===== config.mk =====
export PLATFORM = sky130hd
export DESIGN_NAME = pge_ctrl
export DESIGN_NICKNAME = d
export VERILOG_FILES = /design/src/rtl/pge_pkg.sv /design/src/rtl/pge_ctrl.sv
export SDC_FILE = /design/constraint.sdc
export NUM_CORES = 1
export LEC_CHECK = 0
export ABC_AREA = 1
export BUFFER_PORTS_ARGS = -buffer_cell sky130_fd_sc_hd__buf_2
export CAP_MARGIN = 20
export CORE_AREA = 10 10 47 49
export CTS_CLUSTER_SIZE = 20
export DETAILED_ROUTE_END_ITERATION = 16
export DIE_AREA = 0 0 57 59
export PLACE_DENSITY_LB_ADDON = 0.2
export RECOVER_POWER = 50
export SYNTH_ARGS = -nofsm -noshare
export SYNTH_HDL_FRONTEND = slang
export SYNTH_SLANG_ARGS = --single-unit

===== constraint.sdc =====
create_clock -name clk -period 1.4 [get_ports clk]
set_clock_uncertainty 0.05 [all_clocks]
set_input_delay 0.07 -clock clk [delete_from_list [all_inputs] [get_ports clk]]
set_output_delay 0.07 -clock clk [all_outputs]
set_load 0.01 [all_outputs]

===== src/rtl/pge_pkg.sv =====
package pge_pkg;

	localparam int PIX_W   = 24;
	localparam int CH_W    = 8;
	localparam int ID_W    = 20;
	localparam int WT_W    = 13;
	localparam int SUM_W   = 18;
	localparam int RAD_W   = 26;
	localparam int FRAC_W  = 4;
	localparam int CFG_W   = 11;
	localparam int IDX_W   = 2;
	localparam int BIT_W   = 4;

	localparam logic [IDX_W-1:0] REG_WIDTH  = 2'd0;
	localparam logic [IDX_W-1:0] REG_HEIGHT = 2'd1;
	localparam logic [IDX_W-1:0] REG_EIGHT  = 2'd2;
	localparam logic [IDX_W-1:0] REG_COLOR  = 2'd3;

	localparam logic [1:0] NB_LEFT  = 2'd0;
	localparam logic [1:0] NB_UP    = 2'd1;
	localparam logic [1:0] NB_UPL   = 2'd2;
	localparam logic [1:0] NB_UPR   = 2'd3;

	typedef struct packed {
		logic       accept;
		logic       rd_up;
		logic       rd_ur;
		logic       diff;
		logic       sq;
		logic       root_step;
		logic       finish;
		logic [1:0] kind;
	} cmd_t;

	typedef struct packed {
		logic [3:0] mask;
		logic       color;
		logic       root_done;
		logic       last;
	} status_t;

	function automatic logic [CH_W-1:0] absdiff(input logic [CH_W-1:0] a,
			input logic [CH_W-1:0] b);
		absdiff = (a > b) ? a - b : b - a;
	endfunction

endpackage


===== src/rtl/pge_ctrl.sv =====
module pge_ctrl import pge_pkg::*; (
	input  logic    clk,
	input  logic    arst_n,
	input  logic    s_tvalid,
	output logic    s_tready,
	output logic    m_tvalid,
	input  logic    m_tready,
	input  status_t st,
	output cmd_t    cmd
);
	localparam logic [3:0] S_IDLE  = 4'd0;
	localparam logic [3:0] S_RD_UP = 4'd1;
	localparam logic [3:0] S_RD_UR = 4'd2;
	localparam logic [3:0] S_SEL   = 4'd3;
	localparam logic [3:0] S_DIFF  = 4'd4;
	localparam logic [3:0] S_SQ    = 4'd5;
	localparam logic [3:0] S_ROOT  = 4'd6;
	localparam logic [3:0] S_OUT   = 4'd7;
	localparam logic [3:0] S_DONE  = 4'd8;

	logic [3:0] state_q, state_d;
	logic [1:0] kind_q, kind_d;

	always_comb begin
		state_d   = state_q;
		kind_d    = kind_q;
		cmd       = '0;
		cmd.kind  = kind_q;
		s_tready  = 1'b0;
		m_tvalid  = 1'b0;
		case (state_q)
			S_IDLE: begin
				s_tready = 1'b1;
				if (s_tvalid) begin
					cmd.accept = 1'b1;
					state_d    = S_RD_UP;
				end
			end
			S_RD_UP: begin
				cmd.rd_up = 1'b1;
				state_d   = S_RD_UR;
			end
			S_RD_UR: begin
				cmd.rd_ur = 1'b1;
				kind_d    = NB_LEFT;
				state_d   = S_SEL;
			end
			S_SEL: begin
				if (st.mask[kind_q]) begin
					state_d = S_DIFF;
				end else if (kind_q == NB_UPR) begin
					state_d = S_DONE;
				end else begin
					kind_d = kind_q + 2'd1;
				end
			end
			S_DIFF: begin
				cmd.diff = 1'b1;
				state_d  = S_SQ;
			end
			S_SQ: begin
				cmd.sq  = 1'b1;
				state_d = st.color ? S_ROOT : S_OUT;
			end
			S_ROOT: begin
				cmd.root_step = 1'b1;
				if (st.root_done) begin
					state_d = S_OUT;
				end
			end
			S_OUT: begin
				m_tvalid = 1'b1;
				if (m_tready) begin
					if (st.last) begin
						state_d = S_DONE;
					end else begin
						kind_d  = kind_q + 2'd1;
						state_d = S_SEL;
					end
				end
			end
			S_DONE: begin
				cmd.finish = 1'b1;
				state_d    = S_IDLE;
			end
			default: state_d = S_IDLE;
		endcase
	end

	always_ff @(posedge clk or negedge arst_n) begin
		if (!arst_n) begin
			state_q <= S_IDLE;
			kind_q  <= NB_LEFT;
		end else begin
			state_q <= state_d;
			kind_q  <= kind_d;
		end
	end
endmodule


=== Word-level counts from Yosys, hierarchy flattened ===
Index checks and enable logic that the tools add are counted.

* Reduce and logical (&&, ||, !) cells: 4
* Equality and inequality tests: 16
* Muxes and demuxes: 25
* $add $sub $neg: 1
* Order comparisons: 1

{| class="wikitable"
|+ Operators with widths
! kind !! count
|-
| $pmux W4 S8 || 1
|-
| $mux W4 || 6
|-
| $eq A4 B3 Y1 const B || 4
|-
| $mux W1 || 12
|-
| $ne A2 B2 Y1 const B || 6
|-
| $eq A4 B2 Y1 const B || 2
|-
| $mux W2 || 4
|-
| $pmux W2 S3 || 1
|-
| $reduce_and A5 Y1 || 1
|-
| $eq A4 B1 Y1 const B || 1
|-
| $eq A4 B4 Y1 const B || 1
|-
| $logic_not A4 Y1 || 1
|-
| $reduce_and A4 Y1 || 1
|-
| $lt A2 B3 Y1 const B || 1
|-
| $ne A3 B3 Y1 const B || 1
|-
| $reduce_bool A3 Y1 || 1
|-
| $add A2 B1 Y2 const B || 1
|-
| $bmux W1 S2 || 1
|-
| $eq A2 B2 Y1 const B || 1
|}

* Flip-flop bits (word level): 6
* Input port bits: 11

=== Depth between registers and ports, before layout ===
Gate-level depths: netlist (run 1).

* Word-level depth: 4
* Gate-level depth with buffers: 9

=== Worst setup path before layout (run 1) ===
Ideal clock, no wire load.

* Path type: register to register
* Start point: register kind_q[0]
* End point: register kind_q[1]
* Data arrival time: 1.055 ns
* Stages on the path, launching flop included: 8
* Slack: 0.177 ns
* Setup time: 0.118 ns
* Buffers on the path: 0
* Cell sequence: dfrtp_1 > ha_1 > nand3_1 > nand2_1 > inv_1 > nand3_2 > nand2_1 > nand2_1

* Cells in the longest elaborated chain, start to end: 4

{| class="wikitable"
|+ Ends and longest elaborated chain
! what !! line !! source
|-
| start: declaration || pge_ctrl.sv:22 || <nowiki>logic [1:0] kind_q, kind_d;</nowiki>
|-
| start signal: assignment || pge_ctrl.sv:96 || <nowiki>kind_q <= kind_d;</nowiki>
|-
| $add A2 B1 Y2 / $bmux W1 S2 (equally long branches) || pge_ctrl.sv:54, pge_ctrl.sv:77, pge_ctrl.sv:49 ||
|-
| $mux W2 (tied with other cells) || pge_ctrl.sv:74 || <nowiki>if (st.last) begin</nowiki>
|-
| $mux W2 (tied with other cells) || pge_ctrl.sv:73 || <nowiki>if (m_tready) begin</nowiki>
|-
| $pmux W2 S3 / $reduce_and A5 Y1 (equally long branches) || - ||
|}

Parallel ways exist; a longest one is shown, timed or not. The select of a mux whose other input is x is not followed.
A chain may end at the register's enable or synchronous reset.

==> key figures, run 1 <==
Synthesis
  – XOR/XNOR share of the synthesized area: 0
  – Seq cells post-synth: 6
  – Post-Syn Area: 572 µm²
  – Synth Area in Compound Gates: 0.0263
  – Largest family of logic cells by synthesized area: simple AND/OR/NAND/NOR gates
  – Post-synthesis mux area share: 0
  – Synthesized area per cell: between 5 and 6 µm²
  – Synth Area in Simple Gates: 0.571
  – Synth unique cells: 16
  – Adder-Cell Fraction of Synth Area: 0.0219
  – Register area share after synthesis: 0.263
  – Synth Instances: 97
  – Synth Warn #: 0
  – Syn_nets: ~110

Pwr
  – Pwr dens: a little over 2000 nW/µm²
  – Power share of the combinational group: 0.672
  – Clk network pwr share: 0.095
  – Max IR drop VDD: about 0.0011 V
  – Reg power frac: 0.234
  – Leakage power: 0.000464 µW
  – Sw Ratio: 0.527
  – Switching pwr: ~850 µW
  – Internal power: 762 µW

Worst setup path
  – Setup crit end kind: output pin
  – Critical path fanouts, max: 5
  – CP arrival: about 1200 ps
  – CP delay by family, top: flip-flops
  – CP Buf/Inv Count: 2
  – CP Launch Type: register
  – Slowest stage delay, CP: 430 ps
  – Worst Path Required: approximately 1300 ps
  – Slowest stage cell, crit path: dfrtp_1
  – Worst path depth: 4
  – Worst r2r path cells: 7
  – Worst-path cell chain: inv_2 > nand2_2 > nor3_2 > buf_2
  – Crit path kind: register to output pin

Timing
  – Final Cycle Share: 0.957
  – Final WS setup: ~60 ps
  – Slew Viols, Final: 0
  – Final-report setup violation count: 0
  – Post-route minimum period: 1340 ps
  – Hold WS: around 86 ps
  – Hold Violations, Final: 0
  – RSZ-0062 raised after global routing: yes
  – Max Clk Rate: ~750 MHz
  – Slew @ Worst Pin: 299 ps
  – Max-slew headroom: 0.800

Floorplan
  – FP Rows: 14
  – Die Wd: 57 µm
  – Ports: 22
  – Core ar.: between 1000 and 1500 µm²
  – Die H: between 50 and 60 µm
  – Initial Utilization: 0.408
  – Die area: around 3400 µm²

Outcome
  – Status: complete, no violations

Place
  – Post-DP HPWL: around 1400 µm
  – DP Worst Slack: between 10 and 15 ps
  – Buffers on Ports: 21
  – Gpl congestion: 0.829

Layout
  – Fin nets: approximately 140
  – Layout cell share with drive strength beyond 1: 0.360
  – Diode count: 0
  – Area grow syn2layout: 35.9%

Min path
  – Hold path depth: 4
  – HP Class: primary input to register

Drt
  – Remaining antenna violation count after routing: 0
  – Initial DRC Count: 10
  – Drt total wl: around 1600 µm
  – Post-DR vias/cell: about 4.9
  – WL/cell: between 10 and 15 µm
  – Vias: ~700
  – DR pass1 iterations: 4
  – # DRC: 0

Clock network
  – Clock root buffer: clkbuf_4
  – Max clock buf depth: 2
  – TritonCTS clock tree: done
  – Clock slew at the register clock pins of the worst setup and hold paths: around 40 ps
  – Htree depth: 1
  – Number of CTS-inserted buffers: 3
  – Worst-Skew Late Latency: 240 ps
  – Clk sink count: 6

GRT
  – Overall Global Routing Usage: 0.0944
  – Initial antenna violation count: 0
  – Global-route wire length before repair: roughly 2600 µm
  – Congestion Overflow GR: 0
  – Vias in the first global route: between 600 and 700
  – Largest net degree at the start of global routing: 8

Job
  – MaxCap Viol Count: 0
==> state kept, by name (all words and copies together), names as in the netlist <==
signal and flops:
kind_q 2, state_q 4
==> cell families (layout without fill, tap and decap cells) <==
logic type / count (synthesis) / in the layout
AOI/OAI and AO/OA: 3 / 3
and+or+nand+nor: 69 / 69
buffers and inverters: 18 / 46
DFF: 6 / 6
adders and majority gates: 1 / 1
==> placed cells by master, fill, tap and decap left out, drive strengths merged, types with 2 or more instances in the layout <==
cell type,synthesis,final
clkbuf,0,4
nor3,2,2
o21ai,2,2
nand2,32,32
buf,0,23
dfrtp,6,6
inv,18,18
nor2,19,19
nand4,2,2
nand3,13,13
==> per-stage QoR <==
stage	instance area, µm²	TNS, ps	std cells	power, µW	util
floorplan	572	0	97	1070	-
global placement	697	-4.10	134	1350	0.497
detailed placement	697	0	134	1360	0.497
CTS	729	0	138	1530	0.521
global route	777	-80.3	141	1790	0.554
finish	777	0	141	1610	0.554
==> power groups by stage <==
stage / Sequential (µW) / Clock (µW) / Combinational [µW]
6_report: 377 / 153 / 1080
5_1_grt: 391 / 167 / 1230
4_1_cts: 374 / 161 / 992
3_5_place_dp: 376 / 0 / 986
3_3_place_gp: 374 / 0 / 978
2_1_floorplan: 364 / 0 / 705
==> layer usage <==
layer,up-vias,global-route usage,routed length (µm)
met5,-,0,0
met4,0,0.0604,30
met3,3,0.0236,98
met2,16,0.153,802
met1,317,0.108,712
li1,359,-,-
==> what timing repair did <==
action                                 in CTS  in global routing
endpoints found under the hold margin       6                  0
hold buffers                                1                  0
setup endpoints to repair                   0                 11
buffers inserted                            0                  3
gates resized for setup                     0                  8
==> layout make-up <==
class	count	area [µm²]
Fill cell	153	624
Multi-Input combinational cell	73	379
Sequential cell	6	151
Timing Repair Buffer	25	136
Inverter	18	67.6
Clock buffer	3	22.5
Tap cell	16	20.0
==> final timing paths <==
path,start,end,slack (ps)
worst max-delay path,state_q[3],cmd[8],60
worst min-delay path,st[1],state_q[2],90
worst max register to register,kind_q[0],kind_q[1],90
worst min register to register,state_q[1],state_q[1],520
max in group asynchronous,arst_n,state_q[0],880
min in group asynchronous,arst_n,state_q[3],180
==> tightest hold or removal path, stage by stage <==
cell and delay [ps]:
buf_2 90, o21ai_0 80, inv_1 50, nand2_1 50
==> synthesized netlist by cell type <==
cell      instances  share of area
inv_1            15          0.098
o21ai_0           2          0.018
nand2_2           3          0.033
nand4_1           2          0.022
nand2_1          29           0.19
nor2_1           16           0.11
nand3_2           4          0.070
a21oi_1           1         0.0087
inv_2             3          0.020
nor2_4            1          0.020
nor2_2            2          0.022
nand3b_1          1          0.013
nand3_1           9          0.079
dfrtp_1           6           0.26
ha_1              1          0.022
nor3_1            2          0.018
(Power assumes the default switching activity.)
==> run 2: changes to the inputs <==
--- a/config.mk
+++ b/config.mk
@@ -8,10 +8,11 @@
 export ABC_AREA = 1
 export BUFFER_PORTS_ARGS = -buffer_cell sky130_fd_sc_hd__buf_2
 export CAP_MARGIN = 20
-export CORE_AREA = 10 10 47 49
+export CORE_AREA = 2 2 39 41
 export CTS_CLUSTER_SIZE = 20
 export DETAILED_ROUTE_END_ITERATION = 16
-export DIE_AREA = 0 0 57 59
+export DIE_AREA = 0 0 41 43
+export HOLD_SLACK_MARGIN = 0.02
 export PLACE_DENSITY_LB_ADDON = 0.2
 export RECOVER_POWER = 50
 export SYNTH_ARGS = -nofsm -noshare
==> run 2 against run 1 <==
Compared with the run above: total power increased by 0.56%; register-to-register slack barely moved; die area shrank 48%; sequential power grew 3%; count of clock-buffer cells in the layout unchanged; final area rose by 0.48%; utilization rose by 0.97 points; final cell count stayed put; combinational power is essentially flat; hold slack better by 30 ps; non-clock buffer count is the same; largest cell class unchanged; largest power group unchanged.
==> key figures, run 2 (same netlist as run 1, synthesis figures left out) <==
Outcome
  – Status: complete, no violations

GRT
  – Vias in the first global route: 576 (-9.1%)
  – Congestion Overflow GR: 0 (unchanged)
  – Largest net degree at the start of global routing: 7 (-1)
  – Initial antenna violation count: 0 (unchanged)
  – Overall Global Routing Usage: 0.193 (+0.0989)
  – Global-route wire length before repair: 2300 µm (-13%)

Layout
  – Post-route cell area: 781 µm² (+0.48%)
  – Sequential cell area: 155 µm² (+2.5%)
  – Multi-input logic area: 382 µm² (+0.66%)
  – Layout cell share with drive strength beyond 1: 0.384 (+0.0240)
  – Largest register FFs: 4 (unchanged)
  – Diode count: 0 (unchanged)
  – Filler instances: 145 (-5.2%)
  – Top reg by flops: state_q
  – Most frequent cells in the layout: nand2_1 (27), buf_2 (19), inv_1 (15)
  – Fin nets: 139 (unchanged)
  – Biggest regs: state_q (4), kind_q (2)
  – Area grow syn2layout: 36.5%
  – Most common cell after layout, fill and taps aside: nand2_1

Drt
  – DR pass1 iterations: 4 (unchanged)
  – Remaining antenna violation count after routing: 0 (unchanged)
  – Vias: 695 (unchanged)
  – Initial DRC Count: 11 (+1)
  – Drt total wl: 1430 µm (-13%)
  – Post-DR vias/cell: 4.93 (unchanged)
  – # DRC: 0 (unchanged)
  – WL/cell: 10.1 µm (-13%)

Floorplan
  – Die area: 1760 µm² (-48%)
  – Die Wd: 41 µm (-28%)
  – Die H: 43 µm (-27%)
  – FP Rows: 14 (unchanged)
  – Ports: 22 (unchanged)
  – Core ar.: 1380 µm² (-1.2%)
  – Initial Utilization: 0.413 (+0.00517)

Timing
  – Slew Viols, Final: 0 (unchanged)
  – Total negative slack: 0 ps (unchanged)
  – Post-route minimum period: 1320 ps (-15.3 ps)
  – Hold Violations, Final: 0 (unchanged)
  – Final-report setup violation count: 0 (unchanged)
  – Slew @ Worst Pin: 310 ps (+10.6 ps)
  – Max Clk Rate: 755 MHz (+1.2%)
  – Final WS setup: 75.3 ps (+15.3 ps)
  – Final Cycle Share: 0.946 (-0.0109)
  – Max-slew headroom: 0.793 (-0.00705)
  – Hold WS: 116 ps (+29.9 ps)

Worst setup path
  – Critical path fanouts, max: 5 (unchanged)
  – Setup crit end kind: output pin
  – Worst Path Required: 1280 ps (about the same)
  – CP Launch Type: register
  – CP arrival: 1200 ps (-20 ps)
  – Crit path kind: register to output pin

Job
  – MaxCap Viol Count: 0 (unchanged)

Pwr
  – Power share of the combinational group: 0.670 (-0.002)
  – Reg power frac: 0.239 (+0.005)
  – Sw Ratio: 0.527 (about the same)
  – Leakage power: 0.000455 µW (-2.0%)
  – Internal power: 767 µW (+0.67%)
  – Clk network pwr share: 0.091 (-0.004)
  – Overall Power: 1620 µW (+0.56%)
  – Switching pwr: 855 µW (+0.47%)
  – Pwr dens: 2080 nW/µm² (about the same)
  – Max IR drop VDD: 0.00103 V (-4.7%)

Clock network
  – Clock root buffer: clkbuf_4
  – Clk sink count: 6 (unchanged)
  – Max clock buf depth: 2 (unchanged)
  – TritonCTS clock tree: done
  – Clock slew at the register clock pins of the worst setup and hold paths: 40 ps (about the same)
  – Htree depth: 1 (unchanged)
  – Number of CTS-inserted buffers: 3 (unchanged)
  – Worst-Skew Late Latency: 230 ps (about the same)

Place
  – Post-DP HPWL: 1170 µm (-15%)
  – Gpl congestion: 0.781 (-5.7%)
  – Buffers on Ports: 21 (unchanged)
  – DP Worst Slack: 24.3 ps (+10.1 ps)
  – Dpl cell area: 712 µm² (+2.2%)

Min path
  – HP Class: primary input to register
==> run 2: worst paths after layout <==
| path | cells past startpoint | start | slack (ps) | end |
|---|---|---|---|---|
| setup / recovery | 4 | state_q[2] | 80 | cmd[8] |
| hold / removal | 4 | st[1] | 120 | state_q[2] |
| setup reg to reg | 8 | state_q[0] | 100 | state_q[0] |
| hold reg to reg | 2 | state_q[1] | 510 | state_q[1] |
| max in group asynchronous | 2 | arst_n | 860 | state_q[0] |
| min in group asynchronous | 2 | arst_n | 180 | kind_q[0] |
==> run 2: repair_timing <==
item | CTS | global route
endpoints found under the setup margin | 0 | 15
hold buffers | 1 | 0
buffers inserted | 0 | 1
endpoints found under the hold margin | 6 | 0
resized for setup | 0 | 14
==> run 2: routing by layer <==
layer	global-route usage	wire [µm]
met5	0	0
met4	0.113	0
met3	0.0366	55
met2	0.266	751
met1	0.271	622
==> run 2: stage by stage <==
stage               utilization  std cells
floorplan                     -         97
global placement          0.514        136
detailed placement        0.514        136
CTS                       0.538        140
global route              0.564        141
finish                    0.564        141
==> run 2: layout make-up <==
type / instances / area share
well taps: 16 / 0.0256
flip-flops and latches: 6 / 0.199
inverters: 18 / 0.0897
clock buffers: 3 / 0.0288
multi-input cells: 73 / 0.489
repair buffers: 25 / 0.168
==> run 2: worst max-delay path, cell delays in order, from the launching register on <==
cell and delay (ps):
dfrtp_2 440, inv_2 110, nand2_2 110, nor3_1 170, buf_2 150
==> run 2: power by group through the flow <==
stage          sequential [µW]  combinational, µW  clock (µW)
2_1_floorplan              364                705           0
3_3_place_gp               356               1020           0
3_5_place_dp               360               1020           0
4_1_cts                    358               1030         158
5_1_grt                    401               1230         170
6_report                   387               1090         148
==> run 3: changes to the inputs <==
--- a/config.mk
+++ b/config.mk
@@ -5,7 +5,7 @@
 export SDC_FILE = /design/constraint.sdc
 export NUM_CORES = 1
 export LEC_CHECK = 0
-export ABC_AREA = 1
+export ABC_AREA = 0
 export BUFFER_PORTS_ARGS = -buffer_cell sky130_fd_sc_hd__buf_2
 export CAP_MARGIN = 20
 export CORE_AREA = 2 2 39 41
==> run 3 against run 2 <==
Compared with the run above: the flow now finishes with violations (setup timing); sequential power shrank 4%; count of clock-buffer cells in the layout is 1 higher; wire length increased by 12%; worst setup slack got worse by 510 ps; non-clock buffer count up 16; sequential share of layout area down 3.0 points; maximum frequency fell by 28%; die area unchanged; clock power up 20%; flip-flop and latch count unchanged; combinational power increased by 48%.
==> key figures, run 3 <==
GRT
  – Overall Global Routing Usage: 0.202 (+0.00911)
  – Vias in the first global route: 579 (+0.52%)
  – Global-route wire length before repair: 2370 µm (+3.3%)
  – Initial antenna violation count: 0 (unchanged)
  – Largest net degree at the start of global routing: 13 (+6)
  – Congestion Overflow GR: 0 (unchanged)

Floorplan
  – FP Rows: 14 (unchanged)
  – Die Wd: 41 µm (unchanged)
  – Die H: 43 µm (unchanged)
  – Die area: 1760 µm² (unchanged)
  – Ports: 22 (unchanged)
  – Initial Utilization: 0.382 (-0.0307)
  – Core ar.: 1380 µm² (unchanged)

Layout
  – Biggest regs: state_q (4), kind_q (2)
  – Filler instances: 127 (-12%)
  – Largest register FFs: 4 (unchanged)
  – Area grow syn2layout: 70.7%
  – Fin nets: 115 (-17%)
  – Diode count: 0 (unchanged)
  – Layout cell share with drive strength beyond 1: 0.539 (+0.155)
  – Most frequent cells in the layout: buf_2 (20), buf_4 (12), buf_6 (7)
  – Top reg by flops: state_q
  – Most common cell after layout, fill and taps aside: buf_2
  – Post-Layout Cell Count: 118 (-16%)

Timing
  – Final WS setup: -436 ps (-511 ps)
  – Hold Violations, Final: 0 (unchanged)
  – Slew Viols, Final: 0 (unchanged)
  – Final-report setup violation count: 10 (+10)
  – Post-route minimum period: 1840 ps (+511 ps)
  – Max Clk Rate: 545 MHz (-28%)
  – Max-slew headroom: 0.778 (-0.0149)
  – Final Cycle Share: 1.31 (+0.365)
  – RSZ-0062 raised after global routing: yes
  – Hold WS: 159 ps (+42.7 ps)
  – Slew @ Worst Pin: 330 ps (+20.4 ps)

Worst setup path
  – Slowest stage delay, CP: 420 ps (-20 ps)
  – Worst Path Required: 1470 ps (+190 ps)
  – Crit path kind: register to register
  – Worst path depth: 5 (+1)
  – Setup crit end kind: register
  – CP arrival: 1910 ps (+710 ps)
  – Slowest stage cell, crit path: dfrtp_2
  – CP delay by family, top: compound AO/OA/AOI/OAI gates
  – Worst r2r path cells: 5 (-3)
  – Worst-path cell chain: ha_4 > and2b_4 > a22o_1 > a311oi_2 > mux2_1
  – Critical path fanouts, max: 4 (-1)
  – CP Launch Type: register
  – CP Buf/Inv Count: 0 (-2)

Pwr
  – Max IR drop VDD: 0.000918 V (-10%)
  – Overall Power: 2150 µW (+33%)
  – Pwr dens: 2380 nW/µm² (+15%)
  – Reg power frac: 0.172 (-0.067)
  – Internal power: 1230 µW (+60%)
  – Leakage power: 0.000432 µW (-5.0%)
  – Clk network pwr share: 0.082 (-0.009)
  – Sw Ratio: 0.429 (-0.0982)
  – Switching pwr: 923 µW (+8.0%)
  – Power share of the combinational group: 0.746 (+0.076)

Clock network
  – Max clock buf depth: 2 (unchanged)
  – Clock slew at the register clock pins of the worst setup and hold paths: 50 ps (about the same)
  – Number of CTS-inserted buffers: 3 (unchanged)
  – Clock root buffer: clkbuf_4
  – Htree depth: 1 (unchanged)
  – TritonCTS clock tree: done
  – Worst-Skew Late Latency: 250 ps (+20 ps)
  – Clk sink count: 6 (unchanged)

Outcome
  – Failing checks: setup timing
  – Status: finished, violations left

Synthesis
  – Post-synth EDFFs: 0 (unchanged)
  – Async SR Flop Fraction: 1.00 (unchanged)
  – Synth area leaders: dfrtp_1 (28%), mux2i_1 (7.6%), mux4_1 (5.0%)
  – Top cell type's share of synthesized area: 0.284 (+0.0211)
  – Post-Syn Area: 529 µm² (-7.4%)
  – Synthesized area per cell: 8.68 µm² (+47%)
  – Syn_nets: 73 (-33%)
  – Commonest cells post-synth: dfrtp_1 (6), nand2_1 (6), nor2_1 (6)
  – Synth Instances: 61 (-37%)
  – Register area share after synthesis: 0.284 (+0.0211)
  – Seq cells post-synth: 6 (unchanged)
  – Synth Warn #: 0 (unchanged)
  – Dominant synthesized flop cell: dfrtp_1
  – Synth unique cells: 31 (+15)
  – Dominant cell type by area after synthesis: dfrtp_1

Drt
  – Remaining antenna violation count after routing: 0 (unchanged)
  – Drt total wl: 1610 µm (+12%)
  – Initial DRC Count: 12 (+1)
  – Vias: 649 (-6.6%)
  – # DRC: 0 (unchanged)
  – Post-DR vias/cell: 5.50 (+12%)
  – WL/cell: 13.6 µm (+34%)
  – DR pass1 iterations: 4 (unchanged)

Place
  – Gpl congestion: 0.744 (-4.8%)
  – Buffers on Ports: 21 (unchanged)
  – Placed Cells: 104 (-24%)
  – Post-DP HPWL: 1040 µm (-11%)

Min path
  – HP Class: primary input to asynchronous set/reset pin

Job
  – MaxCap Viol Count: 0 (unchanged)
## run 3: cell types whose count changed after synthesis, sizes merged, moves of 3 or more
cell,delta
clkbuf,+3
inv,-16
mux2i,+4
nand2,-26
nand3,-12
nor2,-13
nor2b,+3
## run 3: cell type report
cell class | instances | area, µm² | share of cell area
well taps | 16 | 20.0 | 0.0222
flip-flops and latches | 6 | 153 | 0.169
repair buffers | 41 | 283 | 0.313
inverters | 2 | 7.51 | 0.00831
clock buffers | 4 | 26.3 | 0.0291
multi-input cells | 49 | 414 | 0.458
## run 3: cell families after synthesis
family	after synthesis	share of synthesized area
adder cells (fa/ha/maj)	1	0.0236
buffers and inverters	6	0.0426
AO/OA/AOI/OAI	11	0.163
AND/OR/NAND/NOR	31	0.340
flip-flops	6	0.284
multiplexers	6	0.147
## run 3: repair_timing
action	in CTS	in global routing
setup endpoints to repair	9	13
cloned	0	0
gates resized for setup	11	5
setup buffers	5	4
pin swaps	3	3
hold endpoints to repair	6	0
hold buffers	1	0
## run 3: final timing paths
| path | slack, ps | end | startpoint |
|---|---|---|---|
| max | -440 | state_q[0] | kind_q[1] |
| min | 160 | state_q[2] | arst_n |
| max reg2reg | -440 | state_q[0] | kind_q[1] |
| min reg2reg | 630 | kind_q[0] | kind_q[0] |
| max in group asynchronous | 900 | kind_q[1] | arst_n |
| min in group clk | 180 | state_q[2] | m_tready |
## run 3: metrics by stage
step	cell area, µm²	worst slack, ps	utilization	TNS (ps)
after floorplan	551	-375	-	-975
after global placement	736	-364	0.532	-1170
after detailed placement	736	-407	0.532	-1280
after global routing	903	-475	0.653	-2380
final	903	-436	0.653	-1650
after CTS	853	-396	0.617	-1510
## run 3: power by group through the flow
stage	clock, µW	combinational, µW	sequential [µW]
floorplan	0	743	368
global placement	0	1180	356
detailed placement	0	1180	360
CTS	177	1440	367
global route	194	1730	381
finish	177	1610	370
## run 3: metal layers
metal	global-route usage	wire, µm	up-vias
met1	0.221	592	306
met2	0.350	877	28
met5	0	0	-
met4	0.0800	42	0
li1	-	-	307
met3	0.0471	95	8
